**src/rtl/gtg_pkg.sv**
```systemverilog
`default_nettype none
package gtg_pkg;

   localparam int CordicSteps = 16;
   localparam int Steps = (CordicSteps > 24) ? 24 : CordicSteps;

   localparam int VW = 30;
   localparam int AW = 22;

   localparam logic signed [AW-1:0] AngPi     = AW'(205887);
   localparam logic signed [AW-1:0] AngHalfPi = AW'(102944);
   localparam logic signed [AW-1:0] AngTwoPi  = AW'(411774);
   localparam logic [15:0]          CordicGain = 16'd39797;

   localparam logic [2:0] RegGoalX   = 3'd0;
   localparam logic [2:0] RegGoalY   = 3'd1;
   localparam logic [2:0] RegStop    = 3'd2;
   localparam logic [2:0] RegLinGain = 3'd3;
   localparam logic [2:0] RegAngGain = 3'd4;

   typedef struct packed {
      logic signed [15:0] goal_x;
      logic signed [15:0] goal_y;
      logic [15:0]        stop_distance;
      logic [7:0]         linear_gain;
      logic [7:0]         angular_gain;
   } cfg_type;

   function automatic logic signed [AW-1:0] atan_entry(input int i);
      logic signed [AW-1:0] r;
      begin
         unique case (i)
            0: r = AW'(51472);
            1: r = AW'(30386);
            2: r = AW'(16055);
            3: r = AW'(8150);
            4: r = AW'(4091);
            5: r = AW'(2047);
            6: r = AW'(1024);
            7: r = AW'(512);
            8: r = AW'(256);
            9: r = AW'(128);
            10: r = AW'(64);
            11: r = AW'(32);
            12: r = AW'(16);
            13: r = AW'(8);
            14: r = AW'(4);
            15: r = AW'(2);
            16: r = AW'(1);
            default: r = '0;
         endcase
         return r;
      end
   endfunction

endpackage
`default_nettype wire

```
**src/rtl/gtg_vec_stage.sv**
```systemverilog
`default_nettype none
module gtg_vec_stage
   import gtg_pkg::*;
(
   input  wire logic                 clock,
   input  wire logic                 en,
   input  wire logic [4:0]           idx,
   input  wire logic signed [VW-1:0] x_in,
   input  wire logic signed [VW-1:0] y_in,
   input  wire logic signed [AW-1:0] z_in,
   output logic signed [VW-1:0]      x_ff,
   output logic signed [VW-1:0]      y_ff,
   output logic signed [AW-1:0]      z_ff
);
   logic signed [VW-1:0] xs, ys;
   assign xs = x_in >>> idx;
   assign ys = y_in >>> idx;

   always_ff @(posedge clock) begin
      if (en) begin
         if (!y_in[VW-1]) begin
            x_ff <= x_in + ys;
            y_ff <= y_in - xs;
            z_ff <= z_in + atan_entry(int'(idx));
         end else begin
            x_ff <= x_in - ys;
            y_ff <= y_in + xs;
            z_ff <= z_in - atan_entry(int'(idx));
         end
      end
   end
endmodule
`default_nettype wire

```
**config.mk**
```make
export PLATFORM = sky130hd
export DESIGN_NAME = gtg_vec_stage
export DESIGN_NICKNAME = d
export VERILOG_FILES = /design/src/rtl/gtg_pkg.sv /design/src/rtl/gtg_vec_stage.sv
export SDC_FILE = /design/constraint.sdc
export NUM_CORES = 1
export LEC_CHECK = 0
export ABC_CLOCK_PERIOD_IN_PS = 8000
export BUFFER_PORTS_ARGS = -buffer_cell sky130_fd_sc_hd__buf_2
export CAP_MARGIN = 20
export CORE_ASPECT_RATIO = 1.1
export CORE_UTILIZATION = 60
export CTS_CLUSTER_SIZE = 24
export DETAILED_ROUTE_END_ITERATION = 8
export GPL_TIMING_DRIVEN = 1
export PLACE_DENSITY_LB_ADDON = 0.3
export SLEW_MARGIN = 5
export SYNTH_ARGS = -nofsm -noshare
export SYNTH_HDL_FRONTEND = slang
export SYNTH_SLANG_ARGS = --single-unit
```
**constraint.sdc**
```tcl
create_clock -name clock -period 8 [get_ports clock]
set_input_delay 0.8 -clock clock [delete_from_list [all_inputs] [get_ports clock]]
set_output_delay 0.8 -clock clock [all_outputs]
set_load 0.03 [all_outputs]
```
==> flow_summary.yaml <==
status:
  status: "finished, final reports clean"
grt:
  grt.overflow.total: 0
  grt_pass1_wl_um: 56840
  antenna_found_initial: 0
  grt_pass1_vias: 10930
  grt_max_degree: 83
  grt_usage_pct: 35.89
pwr:
  design_power_total_mw: 2.609
  p_seq_share_pct: 25.1
  p_int_mw: 1.507
  p_clk_share_pct: 20.6
  power.density_nw_per_um2: 195.5
  ir_drop_uv: 143.5
  power_leakage_nw: 5.654
  sw_frac_of_total_pct: 42.24
  comb_power_share_pct: 54.3
  power.switching_mw: 1.102
sta:
  tightest_slew_ns: 1.129
  fin_ws_ns: 0.9941
  min_period_over_period_pct: 87.57
  fmax_mhz: 142.7
  finalSetupViolCount: 0
  finalHoldViolations: 0
  setup_tns_ns: 0
  period_needed_ns: 7.006
  whs_ns: 0.7822
  rsz0062_at_grt: "no"
  slew_headroom_pct: 24.74
  finalMaxSlewViolations: 0
logic_synthesis:
  syn_nets: 1526
  ys_seq_elements: 82
  yosysWarnings: 0
  synth-compound-area-share_pct: 22.41
  syn_avg_cell_area_um2: 8.916
  synth_seq_area_share_pct: 20.62
  async_reset_ff_share_pct: 0
  synth_edf_count: 82
  synthSimpleGateAreaFrac_pct: 16.20
  synth_ff_type: "edfxtp_1"
  syn-instance-count: 1339
  synth.distinct_cells: 89
  synthAdderAreaFrac_pct: 10.46
  synth_largest_area_cell: "edfxtp_1"
  syn_area_um2: 11940
  synthTopCellsByArea: "edfxtp_1, ha_1, mux4_2, xnor2_1, a21oi_1"
  synthMuxAreaShare_pct: 17.03
  synth_top_area_share_pct: 20.62
  synth_xor_area_share_pct: 9.170
  synth_top_family_by_area: "compound AO/OA/AOI/OAI gates"
clock_tree:
  cts_tree: "done"
  path_clk_slew_ns: 0.07
  clockBufferDepth: 2
  post_cts_buffers: 0
  htreeDepth: 3
  postCtsHoldBufs: 0
  numCtsBuffers: 9
  cts-root-buf: "clkbuf_16"
  clkSinkCount: 82
  postCtsResizedCells: 0
critical_path:
  start_kind: "input pin"
  crit_arrival_ns: 7.12
  setup.worst_path.class: "in2reg"
  crit_path_end_kind: "register"
  cp.required_ns: 8.11
  crit_fanout: 53
drt:
  vias: 11590
  antenna_left: 0
  avgRoutedWirePerCell_um: 21.15
  drtIter0Drc: 1353
  remaining_drc_errors: 0
  first_pass_iters: 7
  drt-vias-per-instance: 6.698
  finalWirelength_um: 36590
layout:
  drive_gt1_share_pct: 21.86
  area_delta_synth_final_pct: 11.80
  fin_nets: 1664
  finalNonFillerCells: 1730
  final_area_um2: 13350
  fin_util_pct: 69.17
die:
  start_util_pct: 61.87
  dieArea_um2: 20470
  io_pins: 171
  dieWidth_um: 136.5
  chipHeight_um: 149.9
  rows: 53
  fp.coreArea_um2: 19300
min_path:
  min_from: "y_in[0]"
  holdPathEnd: "y_ff[0]"
  hold_class: "in2reg"
  holdPathStages: 2
place:
  dp_hpwl_um: 28080
  postPlaceCellArea_um2: 12980
  pre_cts_ws_ns: 0.7117
  port_buffers: 170
  routabilityCongestion: 0.9762
  dp.cells: 1713
flow_run:
  max-cap-violations: 0
[per-layer routing]
layer | vias up | part of all wire (%) | track usage, %
li1 | 5396 | - | -
met1 | 5452 | 40 | 45.96
met2 | 631 | 48 | 59.19
met3 | 108 | 8.7 | 6.911
met4 | 0 | 3.5 | 14.17
met5 | - | 0 | 0
[worst max-delay path, stage by stage]
cell and delay (ns):
buf_4 0.58, buf_4 0.42, mux2i_1 0.23, o22ai_1 0.13, a221o_1 0.35, a221oi_1 0.64
nor4b_1 0.41, and2b_1 0.21, and3_1 0.28, a21oi_1 0.12, xnor2_1 0.16, ha_1 0.38
a211oi_1 0.33, nand2_1 0.11, o31ai_1 0.21, a21oi_1 0.13, and3_1 0.22, o41ai_1 0.54
o21ai_0 0.25, o21a_1 0.23, a31o_2 0.25, xor2_1 0.13
[power by group through the flow]
stage               logic, mW  registers [mW]  clock network, mW
floorplan               0.815           0.898                  0
global route             1.54           0.670              0.554
CTS                      1.40           0.657              0.542
detailed placement       1.40           0.666                  0
global placement         1.37           0.665                  0
finish                   1.42           0.656              0.536
[logic make-up (layout without fill, tap and decap cells)]
family	Yosys count	after routing
AOI/OAI and AO/OA	407	407
DFF	82	82
and+or+nand+nor	388	388
adders and majority gates	98	98
muxes	126	126
other	0	1
xor gates and xnor gates	125	125
buffers and inverters	113	256
[state kept, by name, indices dropped and copies added, names as in the netlist]
name,flops
x_ff,30
y_ff,30
z_ff,22
[synth_stat cells, drive strengths merged, types with 21 or more instances]
| cell | count |
|---|---|
| a21o | 33 |
| a21oi | 105 |
| buf | 34 |
| clkbuf | 35 |
| edfxtp | 82 |
| ha | 95 |
| inv | 43 |
| mux2 | 30 |
| mux2i | 41 |
| mux4 | 55 |
| nand2 | 100 |
| nand3 | 27 |
| nor2 | 119 |
| nor3 | 24 |
| o211ai | 21 |
| o21ai | 82 |
| xnor2 | 78 |
| xor2 | 47 |
[worst max-delay path by stage]
stage                      start  endpoint  slack, ns
after floorplan           idx[1]  x_ff[29]       1.39
after detailed placement  idx[0]  x_ff[29]       0.71
final                     idx[0]  y_ff[28]       0.99
after global routing      idx[0]  y_ff[28]       0.45
after CTS                 idx[0]  x_ff[29]       1.07
after global placement    idx[0]  x_ff[29]       0.98
[layout make-up]
class	count	area (um^2)
clock buffers	10	229.0
fillers	1576	5949
diodes	1	2.502
repair buffers	196	1054
flip-flops and latches	82	2462
clock inverters	6	137.6
well taps	247	309.0
multi-input cells	1144	8989
inverters	44	165.2
[layout by cell type (no fill, tap or decap), drive strengths merged, types with 14 or more instances in the layout]
cell type / count
o21a: 15
nor3: 24
o211ai: 21
a211oi: 16
nor2b: 14
buf: 196
mux2i: 41
o21ai: 82
nand2b: 20
nand3: 27
a31oi: 20
nand2: 100
ha: 95
xor2: 47
xnor2: 78
and3: 20
a21o: 33
inv: 44
mux2: 30
nor2: 119
edfxtp: 82
mux4: 55
a21oi: 105
(Power assumes the default switching activity.)
