===== config.mk =====
export PLATFORM = sky130hd
export DESIGN_NAME = gtg_rot_stage
export DESIGN_NICKNAME = d
export VERILOG_FILES = /design/src/rtl/gtg_pkg.sv /design/src/rtl/gtg_rot_stage.sv
export SDC_FILE = /design/constraint.sdc
export NUM_CORES = 1
export LEC_CHECK = 0
export ABC_AREA = 0
export BUFFER_PORTS_ARGS = -buffer_cell sky130_fd_sc_hd__buf_2
export CAP_MARGIN = 20
export CORE_UTILIZATION = 45
export DETAILED_ROUTE_END_ITERATION = 16
export PLACE_DENSITY = 0.66
export SLEW_MARGIN = 20
export SYNTH_ARGS = -nofsm -noshare
export SYNTH_HDL_FRONTEND = slang
export SYNTH_SLANG_ARGS = --single-unit

===== constraint.sdc =====
create_clock -name clock -period 6.35 [get_ports clock]
set_input_delay 0.3175 -clock clock [delete_from_list [all_inputs] [get_ports clock]]
set_output_delay 0.3175 -clock clock [all_outputs]
set_load 0.05 [all_outputs]

===== src/rtl/gtg_pkg.sv =====
`default_nettype none
package gtg_pkg;

   localparam int CordicSteps = 16;
   localparam int Steps = (CordicSteps > 24) ? 24 : CordicSteps;

   localparam int VW = 30;
   localparam int AW = 22;

   localparam logic signed [AW-1:0] AngPi     = AW'(205887);
   localparam logic signed [AW-1:0] AngHalfPi = AW'(102944);
   localparam logic signed [AW-1:0] AngTwoPi  = AW'(411774);
   localparam logic [15:0]          CordicGain = 16'd39797;

   localparam logic [2:0] RegGoalX   = 3'd0;
   localparam logic [2:0] RegGoalY   = 3'd1;
   localparam logic [2:0] RegStop    = 3'd2;
   localparam logic [2:0] RegLinGain = 3'd3;
   localparam logic [2:0] RegAngGain = 3'd4;

   typedef struct packed {
      logic signed [15:0] goal_x;
      logic signed [15:0] goal_y;
      logic [15:0]        stop_distance;
      logic [7:0]         linear_gain;
      logic [7:0]         angular_gain;
   } cfg_type;

   function automatic logic signed [AW-1:0] atan_entry(input int i);
      logic signed [AW-1:0] r;
      begin
         unique case (i)
            0: r = AW'(51472);
            1: r = AW'(30386);
            2: r = AW'(16055);
            3: r = AW'(8150);
            4: r = AW'(4091);
            5: r = AW'(2047);
            6: r = AW'(1024);
            7: r = AW'(512);
            8: r = AW'(256);
            9: r = AW'(128);
            10: r = AW'(64);
            11: r = AW'(32);
            12: r = AW'(16);
            13: r = AW'(8);
            14: r = AW'(4);
            15: r = AW'(2);
            16: r = AW'(1);
            default: r = '0;
         endcase
         return r;
      end
   endfunction

endpackage
`default_nettype wire


===== src/rtl/gtg_rot_stage.sv =====
`default_nettype none
module gtg_rot_stage
   import gtg_pkg::*;
(
   input  wire logic                 clock,
   input  wire logic                 en,
   input  wire logic [4:0]           idx,
   input  wire logic signed [19:0]   x_in,
   input  wire logic signed [19:0]   y_in,
   input  wire logic signed [AW-1:0] a_in,
   output logic signed [19:0]        x_ff,
   output logic signed [19:0]        y_ff,
   output logic signed [AW-1:0]      a_ff
);
   logic signed [19:0] xs, ys;
   assign xs = x_in >>> idx;
   assign ys = y_in >>> idx;

   always_ff @(posedge clock) begin
      if (en) begin
         if (!a_in[AW-1]) begin
            x_ff <= x_in - ys;
            y_ff <= y_in + xs;
            a_ff <= a_in - atan_entry(int'(idx));
         end else begin
            x_ff <= x_in + ys;
            y_ff <= y_in - xs;
            a_ff <= a_in + atan_entry(int'(idx));
         end
      end
   end
endmodule
`default_nettype wire


==> impl_metrics.env, run 1 <==
export IMPL_status="finished clean"
export IMPL_netlist_area_um2=8580
export IMPL_dp_hpwl_mm=18.1
export IMPL_grtUsageTotal_pct=25.4
export IMPL_ys_seq_area_share_pct=21.7
export IMPL_hp_class="input port to flop"
export IMPL_final_setup_tns_ns=0
export IMPL_place_inst=1273
export IMPL_cts_tree="yes"
export IMPL_hold_violations=0
export IMPL_power_mw=2.46
export IMPL_gp_congestion=0.942
export IMPL_clk_pin_slew_ns=0.06
export IMPL_yosysWarnings=0
export IMPL_slowest_delay_ns=0.68
export IMPL_yosys_top_cells_area="edfxtp_1 22%, ha_1 11%, mux4_2 10%, xnor2_1 6.7%, a21oi_1 5.4%"
export IMPL_path_class="input port to flop"
export IMPL_cpMaxStageDelayCell="buf_4"
export IMPL_wl_per_cell_um=19.0
export IMPL_syn_to_final_growth_pct=12.3
export IMPL_drtPass1Iterations=5
export IMPL_postLayoutCoreUtil_pct=51.5
export IMPL_n_antenna_cell=0
export IMPL_viasPerCell=6.14
export IMPL_hold_buffers=0
export IMPL_grt_max_degree=63
export IMPL_grt_overflow=0
export IMPL_synth_ff_latch_count=62
export IMPL_synth_simple_area_share_pct=15.7
export IMPL_dieHeight_um=140
export IMPL_synth_xor_area_share_pct=10.1
export IMPL_irDropWorstVdd_v=0.000165
export IMPL_grt_pass1_wl_mm=39.2
export IMPL_drt_total_wl_mm=24.5
export IMPL_cp_required_ns=6.43
export IMPL_crit_chain="buf_4 > buf_4 > mux4_2 > a22oi_1 > nand2_1 > nor2_1 > nand4bb_2 > nor3_1 > nand2_1 > o2bb2ai_1 > a22oi_1 > ha_1 > or3_1 > o21ai_0 > a21oi_1 > and4_1 > a2111oi_0 > xnor2_1"
export IMPL_synth_cell_types=81
export IMPL_numCtsBuffers=9
export IMPL_final_common_cell="buf_2"
export IMPL_port_buffers=130
export IMPL_worstMarginPinSlew_ns=0.907
export IMPL_multi_input_area_um2=6380
export IMPL_final_cell_mix="129 x buf_2, 93 x a21oi_1, 74 x nor2_1"
export IMPL_max_slew_margin_pct=39.6
export IMPL_setup_viol=0
export IMPL_fin_nets=1195
export IMPL_period_needed_ns=5.34
export IMPL_ctsResizeCount=0
export IMPL_netlist_instances=944
export IMPL_seqCellArea_um2=1860
export IMPL_initial_core_util_pct=45.9
export IMPL_cts_root_buf="clkbuf_16"
export IMPL_h_tree_depth=3
export IMPL_fmax_mhz=187
export IMPL_end_kind="flop"
export IMPL_grt_antenna_before_repair=0
export IMPL_maxCapViolCount=0
export IMPL_first_global_vias=7587
export IMPL_drc=0
export IMPL_synth_top_family_by_area="compound AO/OA/AOI/OAI gates"
export IMPL_final_cells=1289
export IMPL_cts_sinks=62
export IMPL_cts_buffer_depth=2
export IMPL_rsz0062_at_grt="false"
export IMPL_period_share_pct=84.1
export IMPL_synth_ff_type="edfxtp_1"
export IMPL_synth_top_area_cell="edfxtp_1"
export IMPL_synth_fa_ha_area_share_pct=11.3
export IMPL_initialDrtViolationCount=590
export IMPL_slew_violations=0
export IMPL_core_area_um2=18700
export IMPL_leakage_nw=4.00
export IMPL_synthMuxAreaShare_pct=15.0
export IMPL_vias=7915
export IMPL_synth_area_per_cell_um2=9.09
export IMPL_postRouteAntennaNets=0
export IMPL_drive_above_1_share_pct=22.3
export IMPL_fp_dieW_um=140
export IMPL_fillers=1747
export IMPL_crit_arrival_ns=5.42
export IMPL_worstSetupStartpointType="input port"
export IMPL_syn_num_nets=1089
export IMPL_die_area_um2=19600
export IMPL_synth_top_area_share_pct=21.7
export IMPL_cts_setup_buffers=0
export IMPL_worst_path_max_fanout=61
export IMPL_io_pins=131
export IMPL_synth_edf_count=62
export IMPL_async_reset_ff_share_pct=0
export IMPL_fp_row_count=50
export IMPL_power_density_nw_per_um2=256
export IMPL_synth_compound_area_share_pct=22.2
==> synthesized netlist by cell type (8+ instances only) <==
| library cell | n |
|---|---|
| o21bai_1 | 10 |
| edfxtp_1 | 62 |
| a21oi_1 | 93 |
| mux2i_1 | 19 |
| nor3_1 | 18 |
| nor2b_1 | 15 |
| o21ai_0 | 44 |
| buf_2 | 18 |
| a21o_1 | 25 |
| nand2b_1 | 19 |
| ha_1 | 73 |
| clkbuf_1 | 18 |
| xor2_1 | 33 |
| inv_1 | 25 |
| o211ai_1 | 12 |
| and2_1 | 10 |
| nand3_1 | 18 |
| a31oi_1 | 21 |
| and3_1 | 8 |
| xnor2_1 | 66 |
| nand2_1 | 70 |
| mux4_2 | 39 |
| nor2_1 | 74 |
| mux2_2 | 12 |
==> metrics by stage <==
step / area [um^2] / hold slack, ns / worst slack (ns)
5_1_grt: 9640 / 0.290 / 0.450
6_report: 9640 / 0.286 / 1.01
3_5_place_dp: 9380 / 0.634 / 0.672
4_1_cts: 9640 / 0.280 / 1.04
2_1_floorplan: 8580 / 0.430 / 1.40
3_3_place_gp: 9380 / 0.649 / 0.743
==> layer usage <==
metal | up-vias | track usage, % | wire (um)
met5 | - | 0 | 0
met3 | 72 | 5.06 | 1940
met1 | 3664 | 33.5 | 10700
met4 | 0 | 13.0 | 917
li1 | 3791 | - | -
met2 | 388 | 39.6 | 10900
==> flip-flops by register name (all words and copies together), names as in the netlist <==
name	flops
a_ff	22
x_ff	20
y_ff	20
==> worst max-delay path: cells and delay by family <==
family,cells,cell delay (ns)
and+or+nand+nor,7,1.83
AOI/OAI and AO/OA,6,1.26
buffers and inverters,2,1.02
muxes,1,0.53
adders and majority gates,1,0.30
xor gates and xnor gates,1,0.13
==> kinds of logic (layout without fill, tap and decap cells) <==
family / after synthesis / in the layout
AO/OA/AOI/OAI: 290 / 290
XOR/XNOR: 99 / 99
adder cells (fa/ha/maj): 76 / 76
buffers and inverters: 73 / 184
flip-flops: 62 / 62
multiplexers: 77 / 77
AND/OR/NAND/NOR: 267 / 267
==> power by group <==
group | switching [mW] | internal, mW | leakage [nW] | total [mW]
clock network | 0.190 | 0.258 | 0.125 | 0.448
logic | 0.919 | 0.472 | 3.27 | 1.39
registers | 0.0216 | 0.601 | 0.607 | 0.623
total | 1.13 | 1.33 | 4.00 | 2.46
==> path summary, 6_finish.rpt <==
path              slack (ns)            endpoint  startpoint  depth (start not counted)
setup / recovery        1.01  y_ff[19]$_DFFE_PP_      idx[0]                         18
hold / removal          0.29   x_ff[0]$_DFFE_PP_     x_in[0]                          2
==> area by class of cell <==
class	count	share of cell area, %
clock buffers	10	2.38
clock inverters	6	0.299
inverters	26	1.01
multi-input cells	809	66.2
flip-flops and latches	62	19.3
well taps	234	3.04
repair buffers	142	7.71
No activity file was read; power rests on OpenSTA's default activity.
==> run 2: changes to the inputs <==
- PLACE_DENSITY: 0.66 -> 0.68
- clock period: 6.35 -> 4.87 ns (I/O delays scaled with it)
==> impl_metrics.env, run 2 (synthesis gave the netlist of run 1 again) <==
export IMPL_cts_buffer_depth=2
export IMPL_initial_core_util_pct=45.9
export IMPL_vias=8515
export IMPL_final_common_cell="buf_4"
export IMPL_cts_sinks=62
export IMPL_dieHeight_um=140
export IMPL_place_ws_ns=-0.0977
export IMPL_maxCapViolCount=0
export IMPL_numCtsBuffers=9
export IMPL_n_antenna_cell=0
export IMPL_leakage_nw=4.64
export IMPL_grt_max_degree=63
export IMPL_crit_chain="buf_8 > buf_4 > mux4_2 > a222oi_1 > nand2_1 > nand4bb_2 > nor3b_4 > a211oi_1 > a311o_1 > a2bb2oi_2 > ha_1 > inv_1 > nor2_1 > o2bb2ai_1 > a31oi_1 > a21oi_1 > and4_1 > a2111oi_0 > buf_4 > xnor2_1"
export IMPL_hold_slack_ns=0.223
export IMPL_period_needed_ns=4.49
export IMPL_worstMarginPinSlew_ns=0.802
export IMPL_first_global_vias=8006
export IMPL_fin_nets=1319
export IMPL_io_pins=131
export IMPL_die_area_um2=19600
export IMPL_grt_pass1_wl_mm=42.4
export IMPL_postLayoutCoreUtil_pct=56.8
export IMPL_cts_tree="yes"
export IMPL_max_slew_margin_pct=46.6
export IMPL_setup_slack_ns=0.380
export IMPL_drc=0
export IMPL_hold_buffers=0
export IMPL_syn_to_final_growth_pct=23.9
export IMPL_irDropWorstVdd_v=0.000229
export IMPL_gp_congestion=0.943
export IMPL_cp_required_ns=4.96
export IMPL_port_buffers=130
export IMPL_grt_antenna_before_repair=0
export IMPL_initialDrtViolationCount=726
export IMPL_drive_above_1_share_pct=30.9
export IMPL_worst_path_max_fanout=23
export IMPL_cpMaxStageDelayCell="mux4_2"
export IMPL_largest_register_ffs=22
export IMPL_final_setup_tns_ns=0
export IMPL_rsz0062_at_grt="false"
export IMPL_slowest_delay_ns=0.55
export IMPL_core_area_um2=18700
export IMPL_slew_violations=0
export IMPL_cts_root_buf="clkbuf_16"
export IMPL_period_share_pct=92.2
export IMPL_place_inst=1396
export IMPL_wl_per_cell_um=19.1
export IMPL_postRouteAntennaNets=0
export IMPL_power_mw=3.45
export IMPL_drt_total_wl_mm=27.0
export IMPL_path_class="input port to flop"
export IMPL_viasPerCell=6.03
export IMPL_crit_arrival_ns=4.58
export IMPL_dp_hpwl_mm=20.8
export IMPL_fp_dieW_um=140
export IMPL_hp_class="input port to flop"
export IMPL_worstSetupStartpointType="input port"
export IMPL_drtPass1Iterations=7
export IMPL_path_common_cell="buf_4"
export IMPL_fmax_mhz=223
export IMPL_hold_depth=2
export IMPL_status="finished clean"
export IMPL_fp_row_count=50
export IMPL_reg_largest_list="a_ff x22, x_ff x20, y_ff x20"
export IMPL_top_register="a_ff"
export IMPL_h_tree_depth=3
export IMPL_final_area_um2=10600
export IMPL_clk_pin_slew_ns=0.06
export IMPL_grtUsageTotal_pct=27.7
export IMPL_grt_overflow=0
export IMPL_placed_area_um2=10300
export IMPL_setup_viol=0
export IMPL_end_kind="flop"
export IMPL_final_cell_mix="134 x buf_4, 127 x buf_2, 93 x a21oi_1"
export IMPL_final_cells=1412
export IMPL_hold_violations=0
export IMPL_power_density_nw_per_um2=325
-- run 2: cell types whose count changed in the layout (fill, tap and decap cells not counted), sizes merged --
cell,before,now
buf,142,264
clkbuf,10,11
bufinv,0,1
clkinvlp,1,0
-- run 2: critical path, delay by kind of cell --
family / cells / cell delay (ns)
compound gates: 8 / 1.74
simple gates: 5 / 1.04
buf+inv: 4 / 0.68
mux: 1 / 0.55
fa+ha+maj: 1 / 0.25
xor+xnor: 1 / 0.06
-- run 2: area by class of cell --
class                           count  area (um^2)
Fill cell                        1766         8070
Multi-Input combinational cell    809         6410
Sequential cell                    62         1860
Timing Repair Buffer              266         1690
Tap cell                          234          293
Clock buffer                        9          225
Inverter                           26         97.6
Clock inverter                      6         53.8
-- run 2: power breakdown --
part           total, mW  switching (mW)  internal (mW)  leakage [nW]
Combinational       2.00            1.25          0.752          3.89
Clock              0.639           0.251          0.387         0.142
Sequential         0.812          0.0278          0.784         0.607
-- run 2: repair_timing --
action	in CTS	in global routing
setup endpoints to repair	0	3
buffers inserted	0	1
resized for setup	0	11
-- run 2: path summary, 6_finish.rpt --
path | from | to | slack, ns
setup / recovery | idx[0] | y_ff[19]$_DFFE_PP_ | 0.38
hold / removal | x_in[0] | x_ff[0]$_DFFE_PP_ | 0.22
-- run 2: per-layer routing --
metal	global-route usage, %	routed length [um]
met1	36.9	11900
met2	45.1	12400
met3	4.34	1970
met4	10.5	744
met5	0	0
